**src/demsa_pkg.sv**
```systemverilog
// package: constants, codes and control structs of the mark stack allocator
`timescale 1ns / 1ps
package demsa_pkg;
  localparam int MARK_ENTRIES = 32;
  localparam int TAG_BITS     = 16;
  localparam int ADDR_BITS    = 32;
  localparam int IDX_W        = $clog2(MARK_ENTRIES);
  localparam int CNT_W        = $clog2(MARK_ENTRIES + 1);
  localparam int SHORT_W      = 31;

  localparam logic [ADDR_BITS-1:0] ARENA_RESET = ADDR_BITS'(32'h8000_0000);
  localparam logic [SHORT_W-1:0]   SHORT_MAX   = {SHORT_W{1'b1}};

  localparam logic [2:0] CMD_OPEN  = 3'd0;
  localparam logic [2:0] CMD_CLOSE = 3'd1;
  localparam logic [2:0] CMD_ALLOC = 3'd2;
  localparam logic [2:0] CMD_FREE  = 3'd3;
  localparam logic [2:0] CMD_QUERY = 3'd4;

  localparam logic [2:0] ST_OK       = 3'd0;
  localparam logic [2:0] ST_INVALID  = 3'd1;
  localparam logic [2:0] ST_NOSPACE  = 3'd2;
  localparam logic [2:0] ST_FULL     = 3'd3;
  localparam logic [2:0] ST_SEQ      = 3'd4;
  localparam logic [2:0] ST_NOTFOUND = 3'd5;
  localparam logic [2:0] ST_HOLE     = 3'd6;

  typedef struct packed {
    logic load;
    logic exec;
    logic alloc2;
    logic scan;
    logic coll;
    logic coll_fin;
    logic emit;
  } dp_cmd_t;

  typedef struct packed {
    logic alloc_go;
    logic free_go;
    logic hit;
    logic hit_top;
    logic scan_last;
    logic coll_stop;
  } dp_stat_t;
endpackage

```
**src/demsa_ctrl.sv**
```systemverilog
// controller: sequences one transaction at a time and owns the handshakes
`timescale 1ns / 1ps
module demsa_ctrl (
  input  logic                clk_i,
  input  logic                rst_ni,
  input  logic                in_valid_i,
  output logic                in_stall_o,
  output logic                out_valid_o,
  input  logic                out_stall_i,
  output demsa_pkg::dp_cmd_t  cmd_o,
  input  demsa_pkg::dp_stat_t stat_i
);
  import demsa_pkg::*;

  localparam logic [2:0] S_IDLE     = 3'd0;
  localparam logic [2:0] S_EXEC     = 3'd1;
  localparam logic [2:0] S_ALLOC2   = 3'd2;
  localparam logic [2:0] S_SCAN     = 3'd3;
  localparam logic [2:0] S_COLL     = 3'd4;
  localparam logic [2:0] S_COLL_FIN = 3'd5;
  localparam logic [2:0] S_OUT      = 3'd6;

  logic [2:0] state_q, state_d;
  logic       out_valid_q, out_valid_d;
  logic       slot_free;

  assign slot_free   = !out_valid_q || !out_stall_i;
  assign in_stall_o  = (state_q != S_IDLE);
  assign out_valid_o = out_valid_q;

  always_comb begin
    state_d = state_q;
    cmd_o   = '0;
    unique case (state_q)
      S_IDLE: begin
        if (in_valid_i) begin
          cmd_o.load = 1'b1;
          state_d    = S_EXEC;
        end
      end
      S_EXEC: begin
        cmd_o.exec = 1'b1;
        if (stat_i.alloc_go) state_d = S_ALLOC2;
        else if (stat_i.free_go) state_d = S_SCAN;
        else state_d = S_OUT;
      end
      S_ALLOC2: begin
        cmd_o.alloc2 = 1'b1;
        state_d      = S_OUT;
      end
      S_SCAN: begin
        cmd_o.scan = 1'b1;
        if (stat_i.hit) state_d = stat_i.hit_top ? S_COLL : S_OUT;
        else if (stat_i.scan_last) state_d = S_OUT;
      end
      S_COLL: begin
        cmd_o.coll = 1'b1;
        if (stat_i.coll_stop) state_d = S_COLL_FIN;
      end
      S_COLL_FIN: begin
        cmd_o.coll_fin = 1'b1;
        state_d        = S_OUT;
      end
      S_OUT: begin
        if (slot_free) begin
          cmd_o.emit = 1'b1;
          state_d    = S_IDLE;
        end
      end
      default: state_d = S_IDLE;
    endcase
  end

  always_comb begin
    if (cmd_o.emit) out_valid_d = 1'b1;
    else if (!out_stall_i) out_valid_d = 1'b0;
    else out_valid_d = out_valid_q;
  end

  always_ff @(posedge clk_i or negedge rst_ni) begin
    if (!rst_ni) begin
      state_q     <= S_IDLE;
      out_valid_q <= 1'b0;
    end else begin
      state_q     <= state_d;
      out_valid_q <= out_valid_d;
    end
  end
endmodule

```
**config.mk**
```make
export PLATFORM = sky130hd
export DESIGN_NAME = demsa_ctrl
export DESIGN_NICKNAME = d
export VERILOG_FILES = /design/src/demsa_pkg.sv /design/src/demsa_ctrl.sv
export SDC_FILE = /design/constraint.sdc
export NUM_CORES = 1
export LEC_CHECK = 0
export BUFFER_PORTS_ARGS = -buffer_cell sky130_fd_sc_hd__clkbuf_2
export CORE_AREA = 2 2 39 41
export DETAILED_ROUTE_END_ITERATION = 8
export DIE_AREA = 0 0 41 43
export PLACE_DENSITY_LB_ADDON = 0.3
export SLEW_MARGIN = 20
export SYNTH_ARGS = -nofsm -noshare
export SYNTH_HDL_FRONTEND = slang
export SYNTH_SLANG_ARGS = --single-unit
```
**constraint.sdc**
```tcl
create_clock -name clk_i -period 1.1 [get_ports clk_i]
set_input_delay 0.22 -clock clk_i [delete_from_list [all_inputs] [get_ports clk_i]]
set_output_delay 0.22 -clock clk_i [all_outputs]
set_load 0.01 [all_outputs]
```
### Yosys cells after proc, flatten, opt, wreduce, memory -nomap -nowiden

Cells that the tools add are included.

* register bits after elaboration: 4
* latch bits: 0
* memory bits (writable): 0
* bits in read-only memories: 0
* bits of input ports: 10
* output and inout bits: 9
* memories kept: 0

* add/sub/neg operators: 0
* multipliers: 0
* divide/modulo/power cells: 0
* magnitude comparators: 0
* equality and inequality tests: 11
* shifts and indexed selects: 0
* multiplexer cells: 20
* bitwise gates (word level): 0
* reduce and logical (&&, ||, !) cells: 7

Operators by type and width (count)
* 3-bit 2-to-1 mux: 7
* 3-bit case mux with 6 select lines: 1
* 1-bit 2-to-1 mux: 11
* 3-bit == test (second input constant): 3
* 3-bit by 2-bit == test with 1-bit output (second input constant): 2
* 2-bit inequality test (second input constant): 3
* 4-bit AND reduction: 1
* 3-bit by 1-bit == test with 1-bit output (second input constant): 1
* 3-bit logical NOT: 1
* 3-bit inequality test (second input constant): 1
* 3-bit nonzero test: 1
* 1-bit logical NOT: 2
* 2-bit 2-to-1 mux: 1
* 2-bit by 1-bit inequality test with 1-bit output (second input constant): 1
* 2-bit OR reduction: 1
* 1-bit logical OR: 1

### Depth between registers and ports, before layout

Gate-level depths: netlist of run 1.

* depth in word-level cells: 5
* mapped depth: 5

### Worst setup path after synthesis of run 1

OpenSTA, ideal clock, no wires.

* kind: reg-to-output
* start: register state_q[1]
* end: output cmd_o[6] in the netlist's numbering
* arrival: 978 ps
* required time: 880 ps
* path slack: -98 ps
* stages on the path, launching flop included: 3
* path through: dfrtp_1 > buf_6 > nor4b_1

RTL lines
* start: declaration: RTL line demsa_ctrl.sv:23 `logic [2:0] state_q, state_d;`
* start signal: assignment: RTL line demsa_ctrl.sv:85 `state_q <= state_d;`
* end: declaration: RTL line demsa_ctrl.sv:10 `output demsa_pkg::dp_cmd_t cmd_o,`

### Worst setup path in the final report of run 1

* start: register state_q[2]
* end: output in_stall_o

* word-level cells in the longest chain between the ends: 1

Ends and longest elaborated chain
* 3-bit nonzero test: RTL line demsa_ctrl.sv:28 `assign in_stall_o = (state_q != S_IDLE);`
* end: declaration: RTL line demsa_ctrl.sv:7 `output logic in_stall_o,`

Every way passes these cells.

==> impl_metrics.tcl, run 1 <==
set metrics [dict create \
    outcome "finished with violations" \
    port_buffers 18 \
    place_hpwl_um 665 \
    core-area_sq_um 1380 \
    violations "setup timing" \
    antenna_found_initial 0 \
    synthAdderAreaFrac 0 \
    end_kind "output pin" \
    p_total_mw 1.91 \
    grt_pass1_wl_um 1480 \
    r2r_slack_ns -0.16 \
    placed_area_sq_um 478 \
    crit_type "reg2out" \
    finalSetupViolCount 11 \
    top_layer "met3" \
    synth_compound_area_frac 0.155 \
    fp.dieArea_sq_um 1760 \
    worstHoldEndpoint "state_q[0]$_DFFE_PN0P_" \
    cts_sinks 4 \
    n_antenna_cell 0 \
    reg2regPathDepth 4 \
    syn_area_sq_um 323 \
    finalMaxSlewViolations 0 \
    nFillCells 142 \
    hold_path.class "in2reg" \
    stdcell_area_sq_um 623 \
    finalCritPeriodShare 1.27 \
    layout.nets 82 \
    critPathArrivalTime_ns 1.18 \
    drt-met1-wl_um 421 \
    worstSetupStartpointType "flop" \
    clockPowerShare 0.097 \
    dr.pass1.iters 4 \
    drc 0 \
    drtIter0Drc 2 \
    route.met2.wl_um 503 \
    htreeDepth 1 \
    min_delay_path_depth 4 \
    relSlewSlack 0.856 \
    synth_top_family_by_area "simple AND/OR/NAND/NOR gates" \
    synth_cell_type_count 24 \
    cts_tree "done" \
    dp_slack_ns -0.131 \
    hold_start "stat_i[1]" \
    clk_latency_ns 0.24 \
    avgSynthCellArea_sq_um 9.22 \
    worst_ep_required_time_ns 0.88 \
    synthCells 35 \
    clock-root-buffer "clkbuf_4" \
    ys_warn_count 0 \
    ys_ff_latch 4 \
    r2r_end "state_q[0]$_DFFE_PN0P_" \
    numCtsBuffers 3 \
    grt_util_all_layers 0.131 \
    internal-power_mw 1.18 \
    num_rows 14 \
    ir_drop_mv 1.06 \
    p_per_area_nw_per_um2 3070 \
    overflow 0 \
    die_w_um 41 \
    die_h_um 43 \
    hold_viol 0 \
    cts_buffer_depth 2 \
    detail-route-antenna-nets 0 \
    grt_max_degree 10 \
    rsz0062_at_grt "true" \
    first_global_vias 377 \
    p_comb_frac 0.716 \
    rr_startpoint "state_q[2]$_DFFE_PN0P_" \
    synth_xor_area_frac 0 \
    fin_crit_ns 1.40 \
    wl_met3_um 51 \
    wl_per_cell_um 11.3 \
    start_util 0.233 \
    max_cap_viol_count 0 \
    cts.clk_slew.worst_paths_ns 0.04 \
    boundaryPins 19 \
    path_max_fanout 6 \
    syn2layout_area_growth_pct 93.0 \
    wirelength_um 976 \
    layout_setup_ws_ns -0.301 \
    muxShareOfSynthArea 0.0349 \
    timing.fmax_ghz 0.714 \
    synth_fp_nets 45 \
    synth-simple-area-share 0.349 \
    p_switching_mw 0.737 \
    switching_share 0.385 \
    clock-skew-final_ns 0.00539 \
    worst_pin_slew_ns 0.214 \
    leakagePower_nw 0.317 \
    vias 388 \
    drt-vias-per-instance 4.51 \
    place.gp.congestion 0.724 \
    drive_above_1_share 0.771 \
    synth-seq-area-share 0.310 \
    crit_start "state_q[2]$_DFFE_PN0P_" \
    power_frac_seq 0.187 \
]
[cells by family (layout without fill, tap and decap cells)]
kind of cell / after synthesis / in the layout
and+or+nand+nor: 17 / 17
DFF: 4 / 4
AOI/OAI and AO/OA: 7 / 7
muxes: 1 / 1
buffers and inverters: 6 / 41
[critical path, stage by stage, from the launching register on]
cell and delay [ns]:
dfrtp_2 0.43, or3_4 0.39, buf_6 0.12
[cells in the mapped netlist]
master / instances / area share
a21o_1: 1 / 0.023
a21oi_1: 2 / 0.031
a31o_1: 1 / 0.027
a31oi_1: 1 / 0.019
a32oi_1: 1 / 0.027
and2_1: 1 / 0.019
buf_4: 1 / 0.023
buf_6: 3 / 0.10
dfrtp_1: 4 / 0.31
inv_1: 1 / 0.012
inv_2: 1 / 0.012
mux2_1: 1 / 0.035
nand2_1: 3 / 0.035
nand2b_1: 2 / 0.039
nand3_1: 1 / 0.015
nand4_1: 1 / 0.019
nor2_1: 3 / 0.035
nor2_2: 1 / 0.019
nor3b_1: 1 / 0.023
nor3b_2: 1 / 0.039
nor3b_4: 1 / 0.058
nor4b_1: 1 / 0.027
o221ai_1: 1 / 0.027
or3_1: 1 / 0.019
[final cells by class]
type | instances | area, sq um | share of cell area
multi-input combinational | 25 | 224 | 0.359
timing repair buffer | 36 | 245 | 0.394
clock buffer | 3 | 22.5 | 0.0361
inverter | 2 | 7.51 | 0.0120
sequential | 4 | 104 | 0.167
tap | 16 | 20.0 | 0.0321
[what timing repair did]
item	4_1_cts	5_1_grt
pin swaps	2	4
hold endpoints to repair	4	0
resized for setup	6	18
setup buffers	4	3
hold buffers	1	0
endpoints found under the setup margin	11	11
[per-layer routing]
metal,vias up,track usage
li1,197,-
met1,177,0.135
met2,14,0.200
met3,0,0.0785
met4,0,0.0600
met5,-,0
[per-stage QoR]
step / util / TNS (ns) / instances / hold WS [ns]
3_3_place_gp: 0.345 / -0.752 / 75 / 0.0288
5_1_grt: 0.450 / -2.93 / 86 / 0.264
3_5_place_dp: 0.345 / -0.788 / 75 / 0.0346
4_1_cts: 0.405 / -2.23 / 83 / 0.258
2_1_floorplan: - / 0 / 35 / -0.0756
6_report: 0.450 / -2.21 / 86 / 0.261
[flip-flops by register name (all words and copies together) (netlist names)]
register,flops
state_q,3
out_valid_o,1
[layout by cell type, fill, tap and decap left out, types with 2 or more instances in the layout]
master,Yosys,layout
nor2_1,3,2
clkbuf_4,0,3
clkbuf_2,0,11
nor3b_2,1,2
nand2_1,3,3
buf_6,3,4
a21oi_2,0,2
buf_2,0,6
dfrtp_2,0,3
buf_4,1,14
[power groups by stage]
| stage | Sequential, mW | Combinational (mW) | Clock [mW] |
|---|---|---|---|
| floorplan | 0.274 | 0.667 | 0 |
| detailed placement | 0.391 | 0.911 | 0 |
| CTS | 0.366 | 1.12 | 0.198 |
| global placement | 0.387 | 0.910 | 0 |
| global route | 0.377 | 1.48 | 0.220 |
| finish | 0.357 | 1.37 | 0.186 |
[worst max path at each step]
stage | depth (start not counted) | endpoint
6_report | 2 | in_stall_o
2_1_floorplan | 2 | in_stall_o
5_1_grt | 3 | cmd_o[5]
3_5_place_dp | 3 | cmd_o[5]
4_1_cts | 2 | in_stall_o
3_3_place_gp | 3 | state_q[0]$_DFFE_PN0P_
No activity file was read; power rests on OpenSTA's default activity.
==> run 2, diff against run 1 <==
--- a/config.mk
+++ b/config.mk
@@ -10,6 +10,7 @@
 export DETAILED_ROUTE_END_ITERATION = 8
 export DIE_AREA = 0 0 41 43
 export PLACE_DENSITY_LB_ADDON = 0.3
+export SETUP_SLACK_MARGIN = 0.4
 export SLEW_MARGIN = 20
 export SYNTH_ARGS = -nofsm -noshare
 export SYNTH_HDL_FRONTEND = slang
==> run 2 against run 1 <==
Effect of this change: the run still ends with setup timing left; global-route usage shrank 2.0 points; clock-buffer cell count is the same; via count fell by 5.2%; first-iteration DRC count up 100%; core utilization decreased by 2.9 points; combinational power shrank 14%; sequential cell count stayed put; final cell count shrank 3.5%; non-clock buffer count shrank 3; clock power rose by 3%; wire length is 11% lower; die area is the same; critical path type unchanged; highest routed layer is now met4.
==> impl_metrics.tcl, run 2 (synthesized netlist as in run 1, its figures left out) <==
set metrics [dict create \
    violations "setup timing" \
    internal-power_mw 1.08 \
    hold_viol 0 \
    outcome "finished with violations" \
    vias 368 \
    die_w_um 41 \
    fp.dieArea_sq_um 1760 \
    port_buffers 18 \
    finalSetupViolCount 11 \
    worstHoldEndpoint "out_valid_o$_DFFE_PN0P_" \
    antenna_found_initial 0 \
    seqCellArea_sq_um 104 \
    crit_type "reg2out" \
    rsz0062_at_grt "true" \
    ir_drop_mv 1.10 \
    layout_setup_ws_ns -0.320 \
    finalMaxSlewViolations 0 \
    clock-skew-final_ns 0.000600 \
    htreeDepth 1 \
    detail-route-antenna-nets 0 \
    syn2layout_area_growth_pct 80.6 \
    cts_tree "done" \
    dr.pass1.iters 3 \
    worstSetupStartpointType "flop" \
    timing.fmax_ghz 0.704 \
    grt_pass1_wl_um 1210 \
    layout.nets 79 \
    path_max_fanout 7 \
    final_cell_mix "13 x clkbuf_2, 9 x buf_4, 5 x buf_2, 5 x buf_6" \
    largest_reg_flops 3 \
    place.gp.congestion 0.726 \
    holdWs_ns 0.257 \
    n_antenna_cell 0 \
    regMostFlops "state_q" \
    setup_tns_ns -2.54 \
    relSlewSlack 0.879 \
    min_delay_path_depth 3 \
    power_frac_seq 0.217 \
    hold_path.class "in2reg" \
    clock-root-buffer "clkbuf_4" \
    drive_above_1_share 0.731 \
    start_util 0.233 \
    die_h_um 43 \
    drc 0 \
    multiInputGateArea_sq_um 205 \
    clockPowerShare 0.109 \
    end_kind "output pin" \
    critPathArrivalTime_ns 1.20 \
    final_common_cell "clkbuf_2" \
    drtIter0Drc 4 \
    dp_slack_ns -0.129 \
    r2r_end "state_q[0]$_DFFE_PN0P_" \
    fin_crit_ns 1.42 \
    cts_sinks 4 \
    leakagePower_nw 0.295 \
    switching_share 0.384 \
    rr_startpoint "state_q[2]$_DFFE_PN0P_" \
    num_rows 14 \
    reg2regPathDepth 4 \
    boundaryPins 19 \
    first_global_vias 313 \
    finalCritPeriodShare 1.29 \
    numCtsBuffers 3 \
    hold_start "out_stall_i" \
    cts_buffer_depth 2 \
    p_switching_mw 0.669 \
    cts.clk_slew.worst_paths_ns 0.04 \
    p_comb_frac 0.674 \
    overflow 0 \
    p_per_area_nw_per_um2 2990 \
    grt_max_degree 8 \
    worst_pin_slew_ns 0.180 \
    max_cap_viol_count 0 \
    worst_ep_required_time_ns 0.88 \
    grt_util_all_layers 0.111 \
    clk_latency_ns 0.24 \
    nFillCells 149 \
    core-area_sq_um 1380 \
    r2r_slack_ns -0.15 \
    drt-vias-per-instance 4.43 \
    wl_per_cell_um 10.5 \
    place_hpwl_um 640 \
    wirelength_um 873 \
]
-- run 2: worst max-delay path by stage --
stage | slack (ns) | endpoint | from | cells after the start
final | -0.32 | in_stall_o | state_q[1]$_DFFE_PN0P_ | 2
after CTS | -0.33 | in_stall_o | state_q[2]$_DFFE_PN0P_ | 2
after global routing | -0.35 | cmd_o[5] | state_q[1]$_DFFE_PN0P_ | 3
after detailed placement | -0.13 | cmd_o[5] | state_q[1]$_DFFE_PN0P_ | 3
after floorplan | 0.01 | in_stall_o | state_q[0]$_DFFE_PN0P_ | 2
after global placement | -0.12 | in_stall_o | state_q[0]$_DFFE_PN0P_ | 2
-- run 2: area by class of cell --
type                    count  area share
inverters                   2      0.0129
repair buffers             33       0.384
flip-flops and latches      4       0.178
well taps                  16      0.0343
clock buffers               3      0.0386
multi-input cells          25       0.352
-- run 2: power groups by stage --
stage / Sequential [mW] / Combinational [mW] / Clock [mW]
floorplan: 0.274 / 0.700 / 0
global placement: 0.370 / 0.906 / 0
detailed placement: 0.372 / 0.901 / 0
CTS: 0.373 / 1.13 / 0.200
global route: 0.396 / 1.27 / 0.208
finish: 0.378 / 1.18 / 0.191
-- run 2: repair_timing --
| item | 4_1_cts | 5_1_grt |
|---|---|---|
| endpoints found under the hold margin | 4 | 0 |
| hold buffers | 1 | 0 |
| pin swaps | 3 | 3 |
| resized for setup | 9 | 7 |
| endpoints found under the setup margin | 13 | 13 |
| buffers inserted | 5 | 1 |
-- run 2: per-layer routing --
metal	track usage	routed length, um	up-vias
met3	0.0471	65	2
li1	-	-	188
met1	0.113	369	163
met2	0.159	414	15
met4	0.100	24	0
met5	0	0	-
-- run 2: metrics by stage --
stage	power, mW	util	instance area, sq um	cells
after floorplan	0.973	-	342	35
after global placement	1.28	0.340	470	73
after detailed placement	1.27	0.340	470	73
after CTS	1.70	0.410	567	82
after global routing	1.87	0.421	583	83
final	1.74	0.421	583	83
-- run 2: worst max-delay path: stages, from the launching register on --
cell,delay (ns)
dfrtp_2,0.45
or3_4,0.37
clkbuf_2,0.13
==> run 3, diff against run 2 <==
--- a/config.mk
+++ b/config.mk
@@ -5,6 +5,7 @@
 export SDC_FILE = /design/constraint.sdc
 export NUM_CORES = 1
 export LEC_CHECK = 0
+export ABC_AREA = 1
 export BUFFER_PORTS_ARGS = -buffer_cell sky130_fd_sc_hd__clkbuf_2
 export CORE_AREA = 2 2 39 41
 export DETAILED_ROUTE_END_ITERATION = 8
==> run 3 against run 2 <==
Effect of this change: final cell count increased by 20%; critical endpoint is now cmd_o[3]; core utilization increased by 1.8 points; via count increased by 19%; largest cell class is now multi-input gates; non-clock buffer count decreased by 2; power about the same; setup slack improved by 0.034 ns; sequential share of layout area decreased by 0.73 points; synthesized cell count increased by 49%; clock power decreased by 4%; design area increased by 4.3%; the flow still finishes with violations (setup timing).
==> impl_metrics.tcl, run 3 <==
set metrics [dict create \
    largest_reg_flops 3 \
    detail-route-antenna-nets 0 \
    synth_fp_nets 62 \
    drc 0 \
    path_cells "buf_4 -> nand2_1 -> nor2_2 -> buf_2" \
    worst_ep_required_time_ns 0.88 \
    crit_type "reg2out" \
    drt-vias-per-instance 4.37 \
    drtIter0Drc 4 \
    multiInputGateArea_sq_um 220 \
    boundaryPins 19 \
    syn2layout_area_growth_pct 86.2 \
    critPathArrivalTime_ns 1.17 \
    htreeDepth 1 \
    antenna_found_initial 0 \
    nFillCells 138 \
    place_hpwl_um 636 \
    synthCells 52 \
    finalSetupViolCount 11 \
    vias 437 \
    ys_warn_count 0 \
    finalCritPeriodShare 1.26 \
    r2r_slack_ns -0.16 \
    cts.clk_slew.worst_paths_ns 0.04 \
    seqCellArea_sq_um 104 \
    finalMaxSlewViolations 0 \
    first_global_vias 342 \
    relSlewSlack 0.876 \
    synth_cell_type_count 15 \
    drive_above_1_share 0.643 \
    clock-skew-final_ns 0.00147 \
    ys_async_sr_fraction 1.00 \
    syn_area_sq_um 327 \
    final_common_cell "clkbuf_2" \
    ys_ff_latch 4 \
    fp.dieArea_sq_um 1760 \
    hold_path.class "in2reg" \
    dr.pass1.iters 4 \
    ir_drop_mv 0.831 \
    worstSetupStartpointType "flop" \
    synth_top_area_share 0.307 \
    grt_util_all_layers 0.111 \
    slowest_stage "dfrtp_2" \
    die_h_um 43 \
    synth.most_common_cell "nand2_1" \
    core-area_sq_um 1380 \
    n_antenna_cell 0 \
    regMostFlops "state_q" \
    overflow 0 \
    layout.nets 96 \
    synth_edf_count 0 \
    start_util 0.236 \
    outcome "finished with violations" \
    cts_buffer_depth 2 \
    synth_flop_cell "dfrtp_1" \
    end_kind "output pin" \
    path_max_fanout 6 \
    violations "setup timing" \
    numCtsBuffers 3 \
    worst_pin_slew_ns 0.186 \
    avgSynthCellArea_sq_um 6.28 \
    synth-seq-area-share 0.307 \
    holdWs_ns 0.206 \
    cts_tree "done" \
    port_buffers 18 \
    p_total_mw 1.74 \
    wl_per_cell_um 9.58 \
    rsz0062_at_grt "true" \
    p_per_area_nw_per_um2 2870 \
    final_cell_mix "12 x clkbuf_2, 10 x buf_4, 9 x nand2_1, 6 x inv_1" \
    leakagePower_nw 0.342 \
    dp_slack_ns -0.105 \
    cts_sinks 4 \
    synth_common_cells "12 x nand2_1, 9 x inv_1, 8 x nor2_1" \
    place.gp.congestion 0.833 \
    max_stage_delay_ns 0.46 \
    timing.fmax_ghz 0.721 \
    die_w_um 41 \
    hold_viol 0 \
    max_cap_viol_count 0 \
    grt_max_degree 9 \
    synth_largest_area_cell "dfrtp_1" \
    clock-root-buffer "clkbuf_4" \
    wirelength_um 958 \
    clk_latency_ns 0.24 \
    ys_top_cells_by_area "dfrtp_1 31%, nand2_1 14%, inv_1 10%" \
    layout_setup_ws_ns -0.286 \
    grt_pass1_wl_um 1290 \
    num_rows 14 \
    fin_crit_ns 1.39 \
]
[run 3: cell types whose count changed after synthesis, sizes merged, moves of 2 or more]
cell / delta
buf: -2
inv: +8
nand2: +11
nand2b: -2
nand3: +3
nor2: +7
nor3: +2
nor3b: -3
[run 3: final timing paths]
path                                            to  cells past startpoint                     from
setup reg to reg            state_q[2]$_DFFE_PN0P_                      7   state_q[0]$_DFFE_PN0P_
setup / recovery                          cmd_o[3]                      4   state_q[0]$_DFFE_PN0P_
min in group asynchronous   state_q[2]$_DFFE_PN0P_                      2                   rst_ni
max in group asynchronous   state_q[0]$_DFFE_PN0P_                      2                   rst_ni
hold reg to reg            out_valid_o$_DFFE_PN0P_                      2  out_valid_o$_DFFE_PN0P_
hold / removal             out_valid_o$_DFFE_PN0P_                      3              out_stall_i
[run 3: area by class of cell]
class                           count  share of cell area
Inverter                           10              0.0617
Multi-Input combinational cell     36               0.362
Clock buffer                        3              0.0370
Timing Repair Buffer               31               0.335
Sequential cell                     4               0.171
Tap cell                           16              0.0329
[run 3: what timing repair did]
item | CTS | global route
hold buffers | 1 | 0
buffers inserted | 3 | 6
resized for setup | 8 | 15
endpoints found under the hold margin | 4 | 0
setup endpoints to repair | 13 | 13
pin swaps | 5 | 2
[run 3: worst max-delay path, delay by kind of cell, from the launching register on]
kind          cells  cell delay, ns
flops             1            0.46
buf+inv           2            0.30
simple gates      2            0.17
[run 3: cells by family after synthesis]
logic type	count (synthesis)	synth area share
AO/OA/AOI/OAI	5	0.0881
buffers and inverters	12	0.172
flip-flops	4	0.307
AND/OR/NAND/NOR	31	0.433
[run 3: stage by stage]
| step | TNS, ns | instance area [sq um] | utilization | std cells |
|---|---|---|---|---|
| after detailed placement | -0.469 | 455 | 0.329 | 87 |
| after floorplan | 0 | 342 | - | 52 |
| after CTS | -1.93 | 528 | 0.382 | 94 |
| final | -2.27 | 608 | 0.439 | 100 |
| after global placement | -0.289 | 455 | 0.329 | 87 |
| after global routing | -2.77 | 608 | 0.439 | 100 |
[run 3: layer usage]
layer,track usage,share of wire,vias up,wire [um]
met3,0.0366,0.040,3,38
met4,0.113,0.018,0,17
li1,-,-,225,-
met1,0.128,0.42,198,402
met2,0.147,0.52,11,500
met5,0,0,-,0
[run 3: power breakdown]
part / internal, mW / total, mW / switching, mW
logic: 0.608 / 1.18 / 0.572
registers: 0.233 / 0.379 / 0.146
clock network: 0.122 / 0.184 / 0.0620
total: 0.963 / 1.74 / 0.780
